## config.mk

```make
export PLATFORM = sky130hd
export DESIGN_NAME = set_assoc_tag_store_fifo_unit
export DESIGN_NICKNAME = d
export VERILOG_FILES = /design/src/hw/rtl/satsf_pkg.sv /design/src/hw/rtl/satsf_ram.sv /design/src/hw/rtl/set_assoc_tag_store_fifo_unit.sv
export SDC_FILE = /design/constraint.sdc
export NUM_CORES = 1
export LEC_CHECK = 0
export ABC_CLOCK_PERIOD_IN_PS = 4500
export BUFFER_PORTS_ARGS = -buffer_cell sky130_fd_sc_hd__buf_2
export CAP_MARGIN = 20
export CORE_MARGIN = 2
export CORE_UTILIZATION = 50
export DETAILED_ROUTE_END_ITERATION = 16
export PLACE_DENSITY_LB_ADDON = 0.15
export SLEW_MARGIN = 20
export SYNTH_ARGS = -nofsm -noshare
export SYNTH_HDL_FRONTEND = slang
export SYNTH_HIERARCHICAL = 1
export SYNTH_SLANG_ARGS = --single-unit
```

## constraint.sdc

```tcl
create_clock -name clk -period 4.5 [get_ports clk]
set_input_delay 0.45 -clock clk [delete_from_list [all_inputs] [get_ports clk]]
set_output_delay 0.45 -clock clk [all_outputs]
set_load 0.02 [all_outputs]
```

## src/hw/rtl/satsf_pkg.sv

```systemverilog
`timescale 1ns / 1ps
package satsf_pkg;

  localparam int unsigned SETS_DEF   = 8;
  localparam int unsigned WAYS_DEF   = 4;
  localparam int unsigned WORDS_DEF  = 2;
  localparam int unsigned TAG_W      = 6;
  localparam int unsigned ADDR_W     = 10;
  localparam int unsigned IN_DATA_W  = 16;
  localparam int unsigned OUT_DATA_W = 16;

  localparam logic OP_LOOKUP = 1'b0;
  localparam logic OP_INSERT = 1'b1;

  typedef enum logic [1:0] {
    ST_IDLE,
    ST_READ,
    ST_CMP,
    ST_RES
  } state_t;

  // Reduce the 3-bit set field below n by repeated subtraction (n >= 2).
  function automatic logic [2:0] set_reduce(input logic [2:0] v, input int unsigned n);
    logic [2:0] r;
    r = v;
    for (int i = 0; i < 3; i++) begin
      if (32'(r) >= n) r = r - 3'(n);
    end
    return r;
  endfunction

endpackage

```

## src/hw/rtl/satsf_ram.sv

```systemverilog
`timescale 1ns / 1ps
module satsf_ram #(
  parameter int unsigned WIDTH = 8,
  parameter int unsigned DEPTH = 64
) (
  input  logic                     clk,
  input  logic                     we,
  input  logic [$clog2(DEPTH)-1:0] waddr,
  input  logic [WIDTH-1:0]         wdata,
  input  logic                     re,
  input  logic [$clog2(DEPTH)-1:0] raddr,
  output logic [WIDTH-1:0]         rdata
);

  logic [WIDTH-1:0] mem [DEPTH];

  always_ff @(posedge clk) begin
    if (we) mem[waddr] <= wdata;
    if (re) rdata <= mem[raddr];
  end

endmodule

```

## src/hw/rtl/set_assoc_tag_store_fifo_unit.sv

```systemverilog
`timescale 1ns / 1ps
// Sequence: accept in ST_IDLE, then ST_READ and ST_CMP for each way scanned, then
// ST_RES loads the result; a hit stops the scan at its way, a miss scans all ways.
// Throughput: one item at a time; the way scan through the single tag RAM read
// port sets the rate. The next item is taken while a result waits on the output.
// Reset (rst, synchronous): all entries invalid, replacement pointers zero.
module set_assoc_tag_store_fifo_unit
  import satsf_pkg::*;
#(
  parameter int unsigned SETS           = SETS_DEF,
  parameter int unsigned WAYS           = WAYS_DEF,
  parameter int unsigned WORDS_PER_LINE = WORDS_DEF
) (
  input  logic                  clk,
  input  logic                  rst,
  input  logic                  s_axis_tvalid,
  output logic                  s_axis_tready,
  // [0] opcode, [10:1] address, [15:11] zero
  input  logic [IN_DATA_W-1:0]  s_axis_tdata,
  output logic                  m_axis_tvalid,
  input  logic                  m_axis_tready,
  // [0] hit, [2:1] way, [3] evicted, [9:4] evicted_tag, [15:10] zero
  output logic [OUT_DATA_W-1:0] m_axis_tdata
);

  localparam int unsigned SET_W  = $clog2(SETS);
  localparam int unsigned WAY_W  = $clog2(WAYS);
  localparam int unsigned WORD_W = (WORDS_PER_LINE > 1) ? 1 : 0;
  localparam int unsigned SLOT_W = SET_W + WORD_W;
  localparam int unsigned ENT_W  = SLOT_W + WAY_W;
  localparam int unsigned N_ENT  = 1 << ENT_W;
  localparam int unsigned N_SLOT = 1 << SLOT_W;

  state_t state, state_next;

  logic             op_q;
  logic [TAG_W-1:0] tag_q;
  logic [SLOT_W-1:0] slot_q;
  logic [WAY_W-1:0] idx;
  logic             have_free;
  logic [WAY_W-1:0] first_free;
  logic [TAG_W-1:0] vtag;

  logic [N_ENT-1:0] valid;
  logic [WAY_W-1:0] fifo_ptr [N_SLOT];

  logic             res_hit;
  logic [1:0]       res_way;
  logic             res_evicted;
  logic [TAG_W-1:0] res_etag;

  logic             out_hit;
  logic [1:0]       out_way;
  logic             out_evicted;
  logic [TAG_W-1:0] out_etag;

  logic [ADDR_W-1:0] in_addr;
  logic [SET_W-1:0]  set_c;
  logic [SLOT_W-1:0] slot_c;
  logic              in_xfer;

  logic [TAG_W-1:0] rd_data;
  logic             ram_re;
  logic             ram_we;
  logic [ENT_W-1:0] ram_raddr;
  logic [ENT_W-1:0] ram_waddr;

  logic             cur_valid;
  logic             cur_match;
  logic             last_way;
  logic             done;
  logic             ins;
  logic             full;
  logic [WAY_W-1:0] ptr;
  logic [WAY_W-1:0] wway;
  logic [TAG_W-1:0] victim_tag;
  logic             out_free;

  assign in_addr = s_axis_tdata[ADDR_W:1];
  assign set_c   = SET_W'(set_reduce(in_addr[3:1], SETS));

  always_comb begin
    if (WORDS_PER_LINE > 1) slot_c = SLOT_W'({set_c, in_addr[0]});
    else slot_c = SLOT_W'(set_c);
  end

  assign s_axis_tready = (state == ST_IDLE);
  assign in_xfer       = s_axis_tvalid && s_axis_tready;
  assign out_free      = !m_axis_tvalid || m_axis_tready;

  satsf_ram #(
    .WIDTH (TAG_W),
    .DEPTH (N_ENT)
  ) u_tag_ram (
    .clk   (clk),
    .we    (ram_we),
    .waddr (ram_waddr),
    .wdata (tag_q),
    .re    (ram_re),
    .raddr (ram_raddr),
    .rdata (rd_data)
  );

  // compare of the way read in the previous cycle
  assign cur_valid  = valid[{slot_q, idx}];
  assign cur_match  = cur_valid && (rd_data == tag_q);
  assign last_way   = (idx == WAY_W'(WAYS - 1));
  assign ptr        = fifo_ptr[slot_q];
  assign full       = !have_free && cur_valid;
  assign victim_tag = (idx == ptr) ? rd_data : vtag;

  always_comb begin
    if (full) wway = ptr;
    else if (have_free) wway = first_free;
    else wway = idx;
  end

  always_comb begin
    state_next = state;
    unique case (state)
      ST_IDLE: if (in_xfer) state_next = ST_READ;
      ST_READ: state_next = ST_CMP;
      ST_CMP: begin
        if (cur_match || last_way) state_next = ST_RES;
        else state_next = ST_READ;
      end
      ST_RES: if (out_free) state_next = ST_IDLE;
      default: state_next = ST_IDLE;
    endcase
  end

  always_comb begin
    ram_re    = (state == ST_READ);
    ram_raddr = {slot_q, idx};
    done      = (state == ST_CMP) && (cur_match || last_way);
    ins       = (state == ST_CMP) && last_way && !cur_match && (op_q == OP_INSERT);
    ram_we    = ins;
    ram_waddr = {slot_q, wway};
  end

  always_ff @(posedge clk) begin
    if (rst) begin
      state         <= ST_IDLE;
      valid         <= '0;
      m_axis_tvalid <= 1'b0;
      for (int i = 0; i < N_SLOT; i++) fifo_ptr[i] <= '0;
    end else begin
      state <= state_next;
      if (in_xfer) begin
        op_q      <= s_axis_tdata[0];
        tag_q     <= in_addr[ADDR_W-1:4];
        slot_q    <= slot_c;
        idx       <= '0;
        have_free <= 1'b0;
      end
      if (state == ST_CMP && !done) begin
        idx <= idx + 1'b1;
        if (!cur_valid && !have_free) begin
          have_free  <= 1'b1;
          first_free <= idx;
        end
        if (idx == ptr) vtag <= rd_data;
      end
      if (done) begin
        res_hit     <= cur_match;
        res_way     <= cur_match ? 2'(idx) : (ins ? 2'(wway) : 2'b0);
        res_evicted <= ins && full;
        res_etag    <= (ins && full) ? victim_tag : '0;
      end
      if (ins) begin
        valid[{slot_q, wway}] <= 1'b1;
        // advance the replacement pointer on eviction only
        if (full) fifo_ptr[slot_q] <= (ptr == WAY_W'(WAYS - 1)) ? '0 : ptr + 1'b1;
      end
      if (state == ST_RES && out_free) begin
        m_axis_tvalid <= 1'b1;
        out_hit       <= res_hit;
        out_way       <= res_way;
        out_evicted   <= res_evicted;
        out_etag      <= res_etag;
      end else if (m_axis_tready) begin
        m_axis_tvalid <= 1'b0;
      end
    end
  end

  assign m_axis_tdata = {(OUT_DATA_W - TAG_W - 4)'(0), out_etag, out_evicted, out_way, out_hit};

endmodule
```

==> impl_results.md <==
* Status: complete, no violations
* Antenna Diode Count at 0
* Max_cap viols at 0
* Post-synth EDFFs at around 460
* Worst skew pair latency at about 0.6 ns
* Most common cell after layout, fill and taps aside: edfxtp_1
* Post-synthesis mux area share at 0.1376
* Leakage power at 7.801 nW
* Tmin final at 4.037 ns
* Core area at 43170 um^2
* Cell area after layout at about 25000 um^2
* Syn avg cell area at between 15 and 20 um^2
* Post-Syn Instances at approximately 1.3k
* Hold_buf cts at 0
* Worst Max-Slew Pin Slew at 0.8707 ns
* Largest family of logic cells by synthesized area: multiplexers
* Maximum vdd drop at between 0.0003 and 0.0004 V
* WL per Instance at ~24 um
* CTS Buffer Depth at 3
* Final number of setup-violating endpoints at 0
* Synthesized cell area at between 20000 and 25000 um^2
* Post-Place Worst Slack at approximately 0.46 ns
* Width of the die at 213.4 um
* RSZ-0062 raised after global routing: false
* Initial drt markers at between 1k and 1.5k
* Num CTS Buffers at 53
* Prevailing post-synth register cell: edfxtp_1
* Vias in the first global route at between 10k and 15k
* Sequential share of the synthesized area at 0.7004
* Most frequent cells in the layout: 464 x edfxtp_1, 105 x mux4_2, 104 x nor2_1, 85 x buf_4, 71 x dfxtp_1
* CTS Root Cell: clkbuf_16
* Placed inst area at ~23000 um^2
* Yosys warning total at 6
* Final setup margin at around 0.46 ns
* Antenna violations before repair at 0
* Sequential cell area at 15350 um^2
* Final period util at 0.8972
* Post-CTS Resized at 0
* Initial DRT Pass Iterations at 5
* Layout cells sized above 1 at 0.2265
* H-tree level count at 2
* First-pass GRT wire length at about 73000 um
* Setup Buffers After CTS at 0
* Final core area utilization at 0.5689
* DIE AREA at around 46000 um^2
* Crit path DAT at ~4.3 ns
* Final net count at approximately 1.4k
* Cell Pwr Density at a little over 400 nW/um^2
* P&R area growth vs syn at 12.03%
* Crit path max fanout at 10
* Worst hold path type: input pin to flip-flop
* Relative slew slack at 0.4187
* Grt total ovfl at 0
* GRT Total Usage at 0.2177
* Drt drc at 0
* XOR/XNOR Fraction of Synth Area at 0.003196
* Endpoints failing hold at 0
* Crit path launch type: flip-flop
* Starting Density at 0.5078
* Filler cells at between 3k and 4k
* Worst clock skew at between 0.015 and 0.02 ns
* Synth Area in Compound Gates at 0.05850
* Clk pin slew, worst setup/hold paths at approximately 0.060 ns
* Type of the worst setup path: flip-flop to flip-flop
* Ports at 38
* Seq cells post-synth at around 540
* Simple-Gate Fraction of Synth Area at 0.06672
* CP required at approximately 4.7 ns
* Fmax at roughly 0.25 GHz
* Die Ht at ~210 um
* Yosys cell types at between 60 and 70
* Final Slew Violations at 0
* Port Buf Inserts at 26
* Ys async rst share at 0
* Final HPWL DP at slightly below 30000 um
* Final WL at slightly below 50000 um
* Num rows at 76
* Crit path capture type: flip-flop
* Sink Count at between 500 and 600
* CTS tree: done
* Largest net degree at the start of global routing at slightly above 80
* GP Congestion at 0.8223
* Post-route antenna net violation count at 0
* Vias at between 10k and 15k
* Area of the multi-input gates at between 5000 and 6000 um^2
* Setup TNS at 0 ns
* Post-Synth Adder-Cell Area at 0.001141
* Via density at between 5 and 6
==> final timing paths <==
check | from | to | slack, ns | cells past startpoint
min | s_axis_tdata[5] | tag_q[0] | 0.03 | 1
max reg2reg | idx[0] | u_tag_ram/mem[4][4] | 0.46 | 9
max | idx[0] | u_tag_ram/mem[4][4] | 0.46 | 9
min reg2reg | res_etag[2] | out_etag[2] | 0.42 | 0
==> flip-flops by register name, indices dropped and copies added, names as in the netlist, 2 cells and up, named ones only <==
| signal | count |
|---|---|
| first_free | 2 |
| u_tag_ram/mem | 384 |
| idx | 2 |
| valid | 64 |
| vtag | 6 |
| u_tag_ram/rdata | 6 |
| out_etag | 6 |
| res_etag | 6 |
| out_way | 2 |
| fifo_ptr | 32 |
| res_way | 2 |
| state | 2 |
| slot_q | 4 |
| tag_q | 6 |
==> cell usage after synthesis, types with 8 or more instances <==
cell type,n,share of area
edfxtp_1,464,0.64
mux4_2,105,0.11
nor2_1,104,0.018
dfxtp_1,71,0.065
nand2_1,69,0.012
clkbuf_1,49,0.0084
o31ai_1,42,0.014
inv_1,37,0.0063
o32ai_1,35,0.014
mux2i_1,28,0.013
nor2b_1,26,0.0074
buf_2,20,0.0046
mux2_2,19,0.0098
nand3_1,19,0.0043
o21ai_0,15,0.0034
nand4_1,14,0.0040
nor3_1,13,0.0030
buf_6,12,0.0062
o22ai_1,12,0.0034
a21oi_1,11,0.0025
nand2b_1,11,0.0031
buf_4,10,0.0034
o221ai_1,9,0.0036
o22a_1,8,0.0032
==> cell families (layout without fill, tap and decap cells) <==
kind of cell	count (synthesis)	in the layout
simple gates	299	299
xor+xnor	8	8
flops	535	535
other cells	1	6
mux	158	158
compound gates	172	172
buf+inv	136	246
fa+ha+maj	2	2
==> worst max-delay path, cell delays in order, from the launching register on <==
cell,delay [ns]
edfxtp_1,0.74
mux4_2,0.59
mux2i_1,0.18
o22a_1,0.20
nand3_1,0.21
and3_1,0.31
nor2_1,0.16
nor2b_1,0.36
nand2_1,0.37
nor2_1,0.56
==> where the power goes <==
| part | switching, W | leakage (nW) | internal [W] |
|---|---|---|---|
| Combinational | 0.000320 | 2.19 | 0.000187 |
| Sequential | 0.0000297 | 4.80 | 0.00540 |
| Clock | 0.00180 | 0.811 | 0.00240 |
| Total | 0.00215 | 7.80 | 0.00799 |
==> stage by stage <==
step	hold slack (ns)	std cells	total power, W
6_report	0.03413	2011	0.01014
5_1_grt	0.008674	2011	0.01045
4_1_cts	0.004337	2011	0.01023
3_5_place_dp	0.4045	1915	0.006043
3_3_place_gp	0.4072	1915	0.006037
2_1_floorplan	0.4003	1316	0.005884
==> layout make-up <==
type | count | share of cell area
tap | 585 | 0.02980
timing repair buffer | 112 | 0.03210
multi-input combinational | 645 | 0.2398
clock inverter | 25 | 0.007234
sequential | 535 | 0.6252
inverter | 38 | 0.005808
clock buffer | 71 | 0.06006
==> layer usage <==
layer | vias up | track usage | part of all wire
met2 | 364 | 0.3523 | 0.49
met3 | 65 | 0.03456 | 0.055
li1 | 5364 | - | -
met5 | - | 0 | 0
met4 | 0 | 0.05603 | 0.021
met1 | 6080 | 0.3123 | 0.43
Note: power is estimated with default switching activity, not from simulation.
